===== config.mk =====
export PLATFORM = sky130hd
export DESIGN_NAME = impact_detector_with_preimpact_peaks
export DESIGN_NICKNAME = d
export VERILOG_FILES = /design/src/rtl/idpp_pkg.sv /design/src/rtl/idpp_ram.sv /design/src/rtl/idpp_datapath.sv /design/src/rtl/idpp_ctrl.sv /design/src/rtl/impact_detector_with_preimpact_peaks.sv
export SDC_FILE = /design/constraint.sdc
export NUM_CORES = 2
export LEC_CHECK = 0
export ABC_AREA = 1
export BUFFER_PORTS_ARGS = -buffer_cell sky130_fd_sc_hd__buf_2
export CAP_MARGIN = 15
export CORE_MARGIN = 2
export CORE_UTILIZATION = 55
export CTS_CLUSTER_SIZE = 14
export DETAILED_ROUTE_END_ITERATION = 10
export HOLD_SLACK_MARGIN = 0.1
export PLACE_DENSITY = 0.72
export SLEW_MARGIN = 20
export SYNTH_ARGS = -nofsm -noshare
export SYNTH_HDL_FRONTEND = slang
export SYNTH_SLANG_ARGS = --single-unit

===== constraint.sdc =====
create_clock -name clk -period 12.4 [get_ports clk]
set_input_delay 2.48 -clock clk [delete_from_list [all_inputs] [get_ports clk]]
set_output_delay 2.48 -clock clk [all_outputs]
set_load 0.05 [all_outputs]

===== src/rtl/idpp_pkg.sv =====
// ----------------------------------------------------------------------------
// idpp_pkg
// Shared types and constants of the impact detector with pre-impact peaks.
// ----------------------------------------------------------------------------
package idpp_pkg;

  localparam int WINDOW_DEPTH = 20;
  localparam int PTR_W        = (WINDOW_DEPTH > 1) ? $clog2(WINDOW_DEPTH) : 1;
  localparam int CNT_W        = $clog2(WINDOW_DEPTH + 1);
  localparam int CFG_IDX_W    = 2;
  localparam int CFG_DATA_W   = 16;
  localparam int SQRT_STEPS   = 16;
  localparam int MUL_STEPS    = 6;

  // configuration register indexes
  localparam logic [CFG_IDX_W-1:0] REG_CRASH_THRESHOLD = 2'd0;
  localparam logic [CFG_IDX_W-1:0] REG_HEARTBEAT_MS    = 2'd1;
  localparam logic [CFG_IDX_W-1:0] REG_HOLDOFF_MS      = 2'd2;

  // reset values of the configuration registers
  localparam logic [15:0] RST_CRASH_THRESHOLD = 16'd5120;
  localparam logic [15:0] RST_HEARTBEAT_MS    = 16'd200;
  localparam logic [15:0] RST_HOLDOFF_MS      = 16'd3150;

  // result kinds
  localparam logic KIND_HEARTBEAT = 1'b0;
  localparam logic KIND_CRASH     = 1'b1;

  // controller to datapath
  typedef struct packed {
    logic             capture;       // load a new sample, clear working registers
    logic             clear_holdoff; // sample survives the holdoff check
    logic             mul_en;        // square one axis and accumulate
    logic [2:0]       mul_sel;       // axis: ax, ay, az, rx, ry, rz
    logic             sqrt_step;     // one result bit of both square roots
    logic             rd_en;         // read one window slot
    logic [PTR_W-1:0] rd_addr;
    logic             peak_en;       // compare the slot read last cycle
    logic             commit;        // push sample, update timers, latch decisions
  } ctrl_cmd_t;

  // datapath to controller
  typedef struct packed {
    logic             discard;       // sample falls inside the holdoff time
    logic [CNT_W-1:0] count;         // window slots holding samples
    logic             hb;            // heartbeat due for this sample
    logic             crash;         // crash seen on this sample
  } dp_status_t;

endpackage


===== src/rtl/idpp_ram.sv =====
// ----------------------------------------------------------------------------
// idpp_ram
// Generic simple dual-port RAM: one write port, one read port, registered read.
// ----------------------------------------------------------------------------
module idpp_ram #(
  parameter int WIDTH = 32,
  parameter int DEPTH = 20
) (
  input  logic                                       clk,
  input  logic                                       we,
  input  logic [((DEPTH > 1) ? $clog2(DEPTH) : 1)-1:0] waddr,
  input  logic [WIDTH-1:0]                           wdata,
  input  logic                                       re,
  input  logic [((DEPTH > 1) ? $clog2(DEPTH) : 1)-1:0] raddr,
  output logic [WIDTH-1:0]                           rdata
);

  logic [WIDTH-1:0] mem [DEPTH];

  always_ff @(posedge clk) begin
    if (we) begin
      mem[waddr] <= wdata;
    end
    if (re) begin
      rdata <= mem[raddr];
    end
  end

endmodule


===== src/rtl/idpp_datapath.sv =====
// ----------------------------------------------------------------------------
// idpp_datapath
// Sample registers, squaring unit, two bit-serial square roots, window RAM,
// peak tracking, timers and configuration registers.
// ----------------------------------------------------------------------------
module idpp_datapath (
  input  logic                           clk,
  input  logic                           rst,
  input  logic                           cfg_write,
  input  logic [idpp_pkg::CFG_IDX_W-1:0] cfg_index,
  input  logic [idpp_pkg::CFG_DATA_W-1:0] cfg_data,
  input  logic [31:0]                    time_ms,
  input  logic signed [15:0]             accel_x,
  input  logic signed [15:0]             accel_y,
  input  logic signed [15:0]             accel_z,
  input  logic signed [15:0]             rot_x,
  input  logic signed [15:0]             rot_y,
  input  logic signed [15:0]             rot_z,
  input  logic signed [15:0]             temperature,
  input  idpp_pkg::ctrl_cmd_t            cmd,
  output idpp_pkg::dp_status_t           status,
  output logic [15:0]                    impact_mag,
  output logic [15:0]                    rot_mag,
  output logic signed [15:0]             peak_accel_y,
  output logic signed [15:0]             peak_rot_z,
  output logic signed [15:0]             temp_out
);

  import idpp_pkg::*;

  function automatic logic [16:0] mag16(input logic [15:0] v);
    logic [16:0] sx;
    sx = {v[15], v};
    mag16 = sx[16] ? 17'(-sx) : sx;
  endfunction

  // one restoring step: {remainder, root}
  function automatic logic [35:0] sqrt_iter(input logic [19:0] rem, input logic [15:0] root,
                                            input logic [1:0] pair);
    logic [19:0] rs;
    logic [19:0] trial;
    rs    = {rem[17:0], pair};
    trial = {2'b00, root, 2'b01};
    if (rs >= trial) begin
      sqrt_iter = {20'(rs - trial), root[14:0], 1'b1};
    end else begin
      sqrt_iter = {rs, root[14:0], 1'b0};
    end
  endfunction

  // configuration
  logic [15:0] crash_threshold;
  logic [15:0] heartbeat_ms;
  logic [15:0] holdoff_ms;

  // sample
  logic [31:0] t;
  logic [15:0] ax, ay, az, rx, ry, rz;

  // magnitudes
  logic [31:0] acc_a, acc_r;
  logic [19:0] rem_a, rem_r;
  logic [15:0] root_a, root_r;

  // window and timers
  logic [PTR_W-1:0] write_pos;
  logic             window_full;
  logic [31:0]      last_hb_time;
  logic [31:0]      holdoff_start;
  logic             holdoff_active;
  logic             hb_flag, crash_flag;

  logic [31:0]      ram_rdata;
  logic [15:0]      peak_ay, peak_rz;

  logic [15:0]      mul_op;
  logic [16:0]      mul_mag;
  logic [33:0]      mul_prod;
  logic [35:0]      sq_a_next, sq_r_next;
  logic [31:0]      hold_elapsed, hb_elapsed;
  logic             hb_due, crash_due;

  always_ff @(posedge clk) begin
    if (rst) begin
      crash_threshold <= RST_CRASH_THRESHOLD;
      heartbeat_ms    <= RST_HEARTBEAT_MS;
      holdoff_ms      <= RST_HOLDOFF_MS;
    end else if (cfg_write) begin
      unique case (cfg_index)
        REG_CRASH_THRESHOLD: crash_threshold <= cfg_data;
        REG_HEARTBEAT_MS:    heartbeat_ms    <= cfg_data;
        REG_HOLDOFF_MS:      holdoff_ms      <= cfg_data;
        default: ;
      endcase
    end
  end

  // squaring unit: one axis per cycle
  always_comb begin
    unique case (cmd.mul_sel)
      3'd0:    mul_op = ax;
      3'd1:    mul_op = ay;
      3'd2:    mul_op = az;
      3'd3:    mul_op = rx;
      3'd4:    mul_op = ry;
      default: mul_op = rz;
    endcase
    mul_mag  = mag16(mul_op);
    mul_prod = mul_mag * mul_mag;
  end

  assign sq_a_next = sqrt_iter(rem_a, root_a, acc_a[31:30]);
  assign sq_r_next = sqrt_iter(rem_r, root_r, acc_r[31:30]);

  assign hold_elapsed = t - holdoff_start;
  assign hb_elapsed   = t - last_hb_time;
  assign hb_due       = hb_elapsed > {16'd0, heartbeat_ms};
  assign crash_due    = root_a > crash_threshold;

  // sample, accumulators, roots and peaks: payload, no reset
  always_ff @(posedge clk) begin
    if (cmd.capture) begin
      t       <= time_ms;
      ax      <= accel_x;
      ay      <= accel_y;
      az      <= accel_z;
      rx      <= rot_x;
      ry      <= rot_y;
      rz      <= rot_z;
      temp_out <= temperature;
      acc_a   <= '0;
      acc_r   <= '0;
      rem_a   <= '0;
      rem_r   <= '0;
      root_a  <= '0;
      root_r  <= '0;
      peak_ay <= '0;
      peak_rz <= '0;
    end else begin
      if (cmd.mul_en) begin
        if (cmd.mul_sel < 3'd3) begin
          acc_a <= acc_a + 32'(mul_prod);
        end else begin
          acc_r <= acc_r + 32'(mul_prod);
        end
      end
      if (cmd.sqrt_step) begin
        acc_a  <= {acc_a[29:0], 2'b00};
        acc_r  <= {acc_r[29:0], 2'b00};
        rem_a  <= sq_a_next[35:16];
        root_a <= sq_a_next[15:0];
        rem_r  <= sq_r_next[35:16];
        root_r <= sq_r_next[15:0];
      end
      if (cmd.peak_en) begin
        if (mag16(ram_rdata[31:16]) > mag16(peak_ay)) begin
          peak_ay <= ram_rdata[31:16];
        end
        if (mag16(ram_rdata[15:0]) > mag16(peak_rz)) begin
          peak_rz <= ram_rdata[15:0];
        end
      end
    end
  end

  // window position, timers and decisions
  always_ff @(posedge clk) begin
    if (rst) begin
      write_pos      <= '0;
      window_full    <= 1'b0;
      last_hb_time   <= '0;
      holdoff_start  <= '0;
      holdoff_active <= 1'b0;
      hb_flag        <= 1'b0;
      crash_flag     <= 1'b0;
    end else begin
      if (cmd.clear_holdoff) begin
        holdoff_active <= 1'b0;
      end
      if (cmd.commit) begin
        if (write_pos == PTR_W'(WINDOW_DEPTH - 1)) begin
          write_pos   <= '0;
          window_full <= 1'b1;
        end else begin
          write_pos <= write_pos + 1'b1;
        end
        hb_flag    <= hb_due;
        crash_flag <= crash_due;
        if (hb_due) begin
          last_hb_time <= t;
        end
        if (crash_due) begin
          holdoff_active <= 1'b1;
          holdoff_start  <= t;
        end
      end
    end
  end

  idpp_ram #(
    .WIDTH (32),
    .DEPTH (WINDOW_DEPTH)
  ) u_window (
    .clk   (clk),
    .we    (cmd.commit),
    .waddr (write_pos),
    .wdata ({ay, rz}),
    .re    (cmd.rd_en),
    .raddr (cmd.rd_addr),
    .rdata (ram_rdata)
  );

  assign status.discard = holdoff_active && (hold_elapsed < {16'd0, holdoff_ms});
  assign status.count   = window_full ? CNT_W'(WINDOW_DEPTH) : CNT_W'(write_pos);
  assign status.hb      = hb_flag;
  assign status.crash   = crash_flag;

  assign impact_mag   = root_a;
  assign rot_mag      = root_r;
  assign peak_accel_y = peak_ay;
  assign peak_rot_z   = peak_rz;

endmodule


===== src/rtl/idpp_ctrl.sv =====
// ----------------------------------------------------------------------------
// idpp_ctrl
// Sequencer: accept, holdoff check, squaring, square roots, window scan,
// commit and result delivery.
// ----------------------------------------------------------------------------
module idpp_ctrl (
  input  logic                  clk,
  input  logic                  rst,
  input  logic                  sample_valid,
  output logic                  sample_stall,
  output logic                  result_valid,
  input  logic                  result_stall,
  output logic                  kind,
  output logic                  last,
  output idpp_pkg::ctrl_cmd_t   cmd,
  input  idpp_pkg::dp_status_t  status
);

  import idpp_pkg::*;

  typedef enum logic [3:0] {
    S_IDLE,
    S_CHECK,
    S_MUL,
    S_SQRT,
    S_SCAN,
    S_COMMIT,
    S_DECIDE,
    S_HB,
    S_CRASH
  } state_t;

  state_t           state;
  logic [3:0]       step;
  logic [CNT_W-1:0] scan_addr;
  logic             scan_pend;
  logic             scan_more;

  assign scan_more = scan_addr < status.count;

  always_ff @(posedge clk) begin
    if (rst) begin
      state     <= S_IDLE;
      step      <= '0;
      scan_addr <= '0;
      scan_pend <= 1'b0;
    end else begin
      unique case (state)
        S_IDLE: begin
          if (sample_valid) begin
            state <= S_CHECK;
          end
        end
        S_CHECK: begin
          step  <= '0;
          state <= status.discard ? S_IDLE : S_MUL;
        end
        S_MUL: begin
          if (step == 4'(MUL_STEPS - 1)) begin
            step  <= '0;
            state <= S_SQRT;
          end else begin
            step <= step + 1'b1;
          end
        end
        S_SQRT: begin
          if (step == 4'(SQRT_STEPS - 1)) begin
            step      <= '0;
            scan_addr <= '0;
            scan_pend <= 1'b0;
            state     <= S_SCAN;
          end else begin
            step <= step + 1'b1;
          end
        end
        S_SCAN: begin
          scan_pend <= scan_more;
          if (scan_more) begin
            scan_addr <= scan_addr + 1'b1;
          end else if (!scan_pend) begin
            state <= S_COMMIT;
          end
        end
        S_COMMIT: begin
          state <= S_DECIDE;
        end
        S_DECIDE: begin
          priority if (status.hb) begin
            state <= S_HB;
          end else if (status.crash) begin
            state <= S_CRASH;
          end else begin
            state <= S_IDLE;
          end
        end
        S_HB: begin
          if (!result_stall) begin
            state <= status.crash ? S_CRASH : S_IDLE;
          end
        end
        S_CRASH: begin
          if (!result_stall) begin
            state <= S_IDLE;
          end
        end
        default: state <= S_IDLE;
      endcase
    end
  end

  always_comb begin
    cmd               = '0;
    cmd.capture       = (state == S_IDLE) && sample_valid;
    cmd.clear_holdoff = (state == S_CHECK) && !status.discard;
    cmd.mul_en        = (state == S_MUL);
    cmd.mul_sel       = step[2:0];
    cmd.sqrt_step     = (state == S_SQRT);
    cmd.rd_en         = (state == S_SCAN) && scan_more;
    cmd.rd_addr       = scan_addr[PTR_W-1:0];
    cmd.peak_en       = (state == S_SCAN) && scan_pend;
    cmd.commit        = (state == S_COMMIT);
  end

  assign sample_stall = (state != S_IDLE);
  assign result_valid = (state == S_HB) || (state == S_CRASH);
  assign kind         = (state == S_CRASH) ? KIND_CRASH : KIND_HEARTBEAT;
  assign last         = (state == S_CRASH) || !status.crash;

endmodule


===== src/rtl/impact_detector_with_preimpact_peaks.sv =====
// ----------------------------------------------------------------------------
// impact_detector_with_preimpact_peaks
// Crash and heartbeat detector over timestamped inertial samples.
// ----------------------------------------------------------------------------
// One item at a time. After a sample is taken the block checks the holdoff
// time, squares the six axes on one shared multiplier, forms both floor
// square roots bit by bit in parallel, scans the window RAM through its
// single read port over the stored samples only, commits and decides, then
// presents each result until it is taken. A sample discarded by the holdoff
// goes straight back to idle. sample_stall is high from the cycle after
// acceptance until the block is back in idle. When a sample gives both a
// heartbeat and a crash, the heartbeat comes out first and only the crash
// carries last. The window RAM holds Y acceleration and Z rotation of the
// latest samples; only slots already written are scanned, so it needs no
// clearing after reset.
// Write configuration registers only while idle.
// ----------------------------------------------------------------------------
module impact_detector_with_preimpact_peaks (
  input  logic                            clk,
  input  logic                            rst,
  // configuration
  input  logic                            cfg_write,
  input  logic [idpp_pkg::CFG_IDX_W-1:0]  cfg_index,
  input  logic [idpp_pkg::CFG_DATA_W-1:0] cfg_data,
  // sample channel
  input  logic                            sample_valid,
  output logic                            sample_stall,
  input  logic [31:0]                     time_ms,
  input  logic signed [15:0]              accel_x,
  input  logic signed [15:0]              accel_y,
  input  logic signed [15:0]              accel_z,
  input  logic signed [15:0]              rot_x,
  input  logic signed [15:0]              rot_y,
  input  logic signed [15:0]              rot_z,
  input  logic signed [15:0]              temperature,
  // result channel
  output logic                            result_valid,
  input  logic                            result_stall,
  output logic                            kind,
  output logic [15:0]                     impact_mag,
  output logic [15:0]                     rot_mag,
  output logic signed [15:0]              peak_accel_y,
  output logic signed [15:0]              peak_rot_z,
  output logic signed [15:0]              temp_out,
  output logic                            last
);

  import idpp_pkg::*;

  ctrl_cmd_t  cmd;
  dp_status_t status;

  // sequencer: handshakes, step counters, window scan addressing
  idpp_ctrl u_ctrl (
    .clk          (clk),
    .rst          (rst),
    .sample_valid (sample_valid),
    .sample_stall (sample_stall),
    .result_valid (result_valid),
    .result_stall (result_stall),
    .kind         (kind),
    .last         (last),
    .cmd          (cmd),
    .status       (status)
  );

  // datapath: result fields hold steady while a result waits
  idpp_datapath u_datapath (
    .clk          (clk),
    .rst          (rst),
    .cfg_write    (cfg_write),
    .cfg_index    (cfg_index),
    .cfg_data     (cfg_data),
    .time_ms      (time_ms),
    .accel_x      (accel_x),
    .accel_y      (accel_y),
    .accel_z      (accel_z),
    .rot_x        (rot_x),
    .rot_y        (rot_y),
    .rot_z        (rot_z),
    .temperature  (temperature),
    .cmd          (cmd),
    .status       (status),
    .impact_mag   (impact_mag),
    .rot_mag      (rot_mag),
    .peak_accel_y (peak_accel_y),
    .peak_rot_z   (peak_rot_z),
    .temp_out     (temp_out)
  );

endmodule

==> impl_metrics.py <==
metrics = {
    "timing": {
        "skew_ps": 65.3,
        "rsz0062_at_grt": "no",
        "period_share": 0.882,
        "finalSetupViolCount": 0,
        "relSlewSlack": 0.246,
        "finalHoldViolations": 0,
        "whs_ps": 459,
        "max_freq_ghz": 0.0915,
        "slew_violations": 0,
        "worst_pin_slew_ps": 1130,
        "setup_ws_ps": 1470,
        "finalCriticalPeriod_ps": 10930,
        "final.setup.tns_ps": 0,
    },
    "setup_path": {
        "endpoint_kind": "flop",
        "slowest_stage": "nor2_1",
        "crit_required_ps": 12970,
        "critPathLaunchType": "flop",
        "worstSetupPathType": "reg -> reg",
        "crit_top_cell": "inv_1",
        "critPathMaxStageDelay_ps": 710,
        "cp.arrival_ps": 11500,
        "critPathMaxFanout": 17,
    },
    "detailed_routing": {
        "ant_nets": 0,
        "drt-initial-drc-count": 4882,
        "dr.pass1.iters": 7,
        "post_drt_wl_per_cell_microns": 19.8,
        "via_count": 50000,
        "drc": 0,
        "wl_microns": 173000,
        "viasPerCell": 5.74,
    },
    "synth": {
        "synth-xor-area-share": 0.0223,
        "synthAdderAreaFrac": 0.131,
        "syn_area_per_cell_sq_um": 9.14,
        "synth_area_leaders": "edfxtp_1 (39%), dfxtp_1 (9.5%), ha_1 (7.3%)",
        "ys_ff_latch": 1115,
        "muxShareOfSynthArea": 0,
        "yosysWarnings": 0,
        "synth_top_area_share": 0.387,
        "synth_top_family_by_area": "simple AND/OR/NAND/NOR gates",
        "netlist_area_sq_um": 63300,
        "yosysMostFrequentCell": "nand2_1",
        "synthTopCellsByCount": "nand2_1 (1,181), inv_1 (860), edfxtp_1 (816)",
        "synth-simple-area-share": 0.155,
        "yosys.cell_types.count": 57,
        "ys_seq_area_frac": 0.482,
        "synth_edf_count": 816,
        "synth-compound-area-share": 0.138,
        "ys.flop_type": "edfxtp_1",
        "yosys.area.top_type": "edfxtp_1",
        "synthesis.instances": 6923,
        "async_reset_ff_frac": 0,
    },
    "cts": {
        "cts_sinks": 1115,
        "path_clk_slew_ps": 60,
        "cts-hold-fix-buffers": 0,
        "htree_levels": 3,
        "cts_root_buf": "clkbuf_16",
        "cts_tree": "done",
        "ctsLongestPathBuffers": 3,
        "clk-insertion-delay-late_ps": 730,
        "ctsResizeCount": 0,
        "post_cts_buffers": 0,
        "cts_buffers": 116,
    },
    "floorplanning": {
        "coreArea_sq_um": 114000,
        "io_pins": 251,
        "fp-row-count": 124,
        "start_util": 0.554,
        "die_w_microns": 343,
        "die_area_sq_um": 118000,
        "die_y_microns": 343,
    },
    "global_route": {
        "grtUsageMet3": 0.0467,
        "antenna_found_initial": 6,
        "gr-usage-met2": 0.470,
        "grt-ovfl-total": 0,
        "grtUsageMet1": 0.399,
        "grt_usage": 0.289,
        "grt_pass1_wl_microns": 266000,
        "grt_pass1_vias": 47700,
        "busiest_layer": "met2",
        "grt_max_degree": 152,
    },
    "layout": {
        "finalNetCount": 7825,
        "synthToLayoutAreaGrowth_pct": 10.5,
        "instances_no_fill": 8720,
        "fill_cells": 9624,
        "drive_gt1_frac": 0.0815,
    },
    "place": {
        "place_ws_ps": 1530,
        "io_buffers": 250,
        "place_inst": 8497,
        "place.gp.congestion": 0.948,
        "dp_hpwl_microns": 117000,
    },
    "flow_run": {
        "drv_cap": 0,
    },
    "status": {
        "status": "completed",
    },
    "hold_path": {
        "hold_path_class": "reg -> reg",
    },
}
==> registers in the layout, summed over array words and instances, names as in the netlist, 18 cells and up <==
name                       cells
u_datapath.acc_a              32
u_datapath.acc_r              32
u_datapath.holdoff_start      32
u_datapath.last_hb_time       32
u_datapath.rem_a              18
u_datapath.rem_r              18
u_datapath.t                  32
u_datapath.u_window.mem      640
u_datapath.u_window.rdata     32
==> cell families after synthesis <==
family | count (synthesis)
AO/OA/AOI/OAI | 1519
XOR/XNOR | 161
adder cells (fa/ha/maj) | 554
buffers and inverters | 1167
flip-flops | 1115
other | 2
AND/OR/NAND/NOR | 2405
==> through the flow <==
step | util | cell area, sq um
floorplan | - | 63400
global placement | 0.578 | 66000
global route | 0.612 | 69900
CTS | 0.612 | 69900
detailed placement | 0.578 | 66000
finish | 0.612 | 69900
==> final timing paths <==
path / slack, ps / startpoint / to / cells after the start
worst max-delay path: 1470 / u_ctrl.step[0] / u_datapath.acc_a[31] / 44
worst min register to register: 460 / u_datapath.holdoff_start[30] / u_datapath.holdoff_start[30] / 2
worst min-delay path: 460 / u_datapath.holdoff_start[30] / u_datapath.holdoff_start[30] / 2
worst max register to register: 1470 / u_ctrl.step[0] / u_datapath.acc_a[31] / 44
==> placed cells by master (no fill, tap or decap), types with 183 or more instances in the layout <==
cell type	netlist	layout
a21oi_1	495	495
buf_2	19	250
dfxtp_1	299	295
edfxtp_1	816	816
fa_1	183	183
ha_1	371	371
inv_1	860	858
nand2_1	1181	1180
nand3_1	277	275
nor2_1	776	751
o21ai_0	553	553
==> per-layer routing <==
layer	wire (microns)	vias to the layer above	part of all wire
met1	74100	23700	0.43
met3	13900	318	0.081
met2	79100	2052	0.46
met4	5500	2	0.032
met5	13	-	0.000075
li1	-	23900	-
==> worst max-delay path, delay by kind of cell, from the launching register on <==
kind,cells,cell delay [ps]
buffers and inverters,9,1100
adder cells (fa/ha/maj),10,4410
AO/OA/AOI/OAI,11,2020
flip-flops,1,380
AND/OR/NAND/NOR,12,2070
XOR/XNOR,2,800
==> final cells by class <==
class / instances / area (sq um) / share of cell area
Clock buffer: 147 / 3100 / 0.0443
Sequential cell: 1115 / 30500 / 0.436
Clock inverter: 72 / 778 / 0.0111
Inverter: 889 / 3350 / 0.0480
Tap cell: 1512 / 1890 / 0.0271
Timing Repair Buffer: 305 / 1700 / 0.0243
Antenna cell: 3 / 7.51 / 0.000107
Multi-Input combinational cell: 4677 / 28600 / 0.409
Power is left out: the tool's default activity adds up to more than one toggle a clock period on the data nets, which glitch-free logic cannot reach.
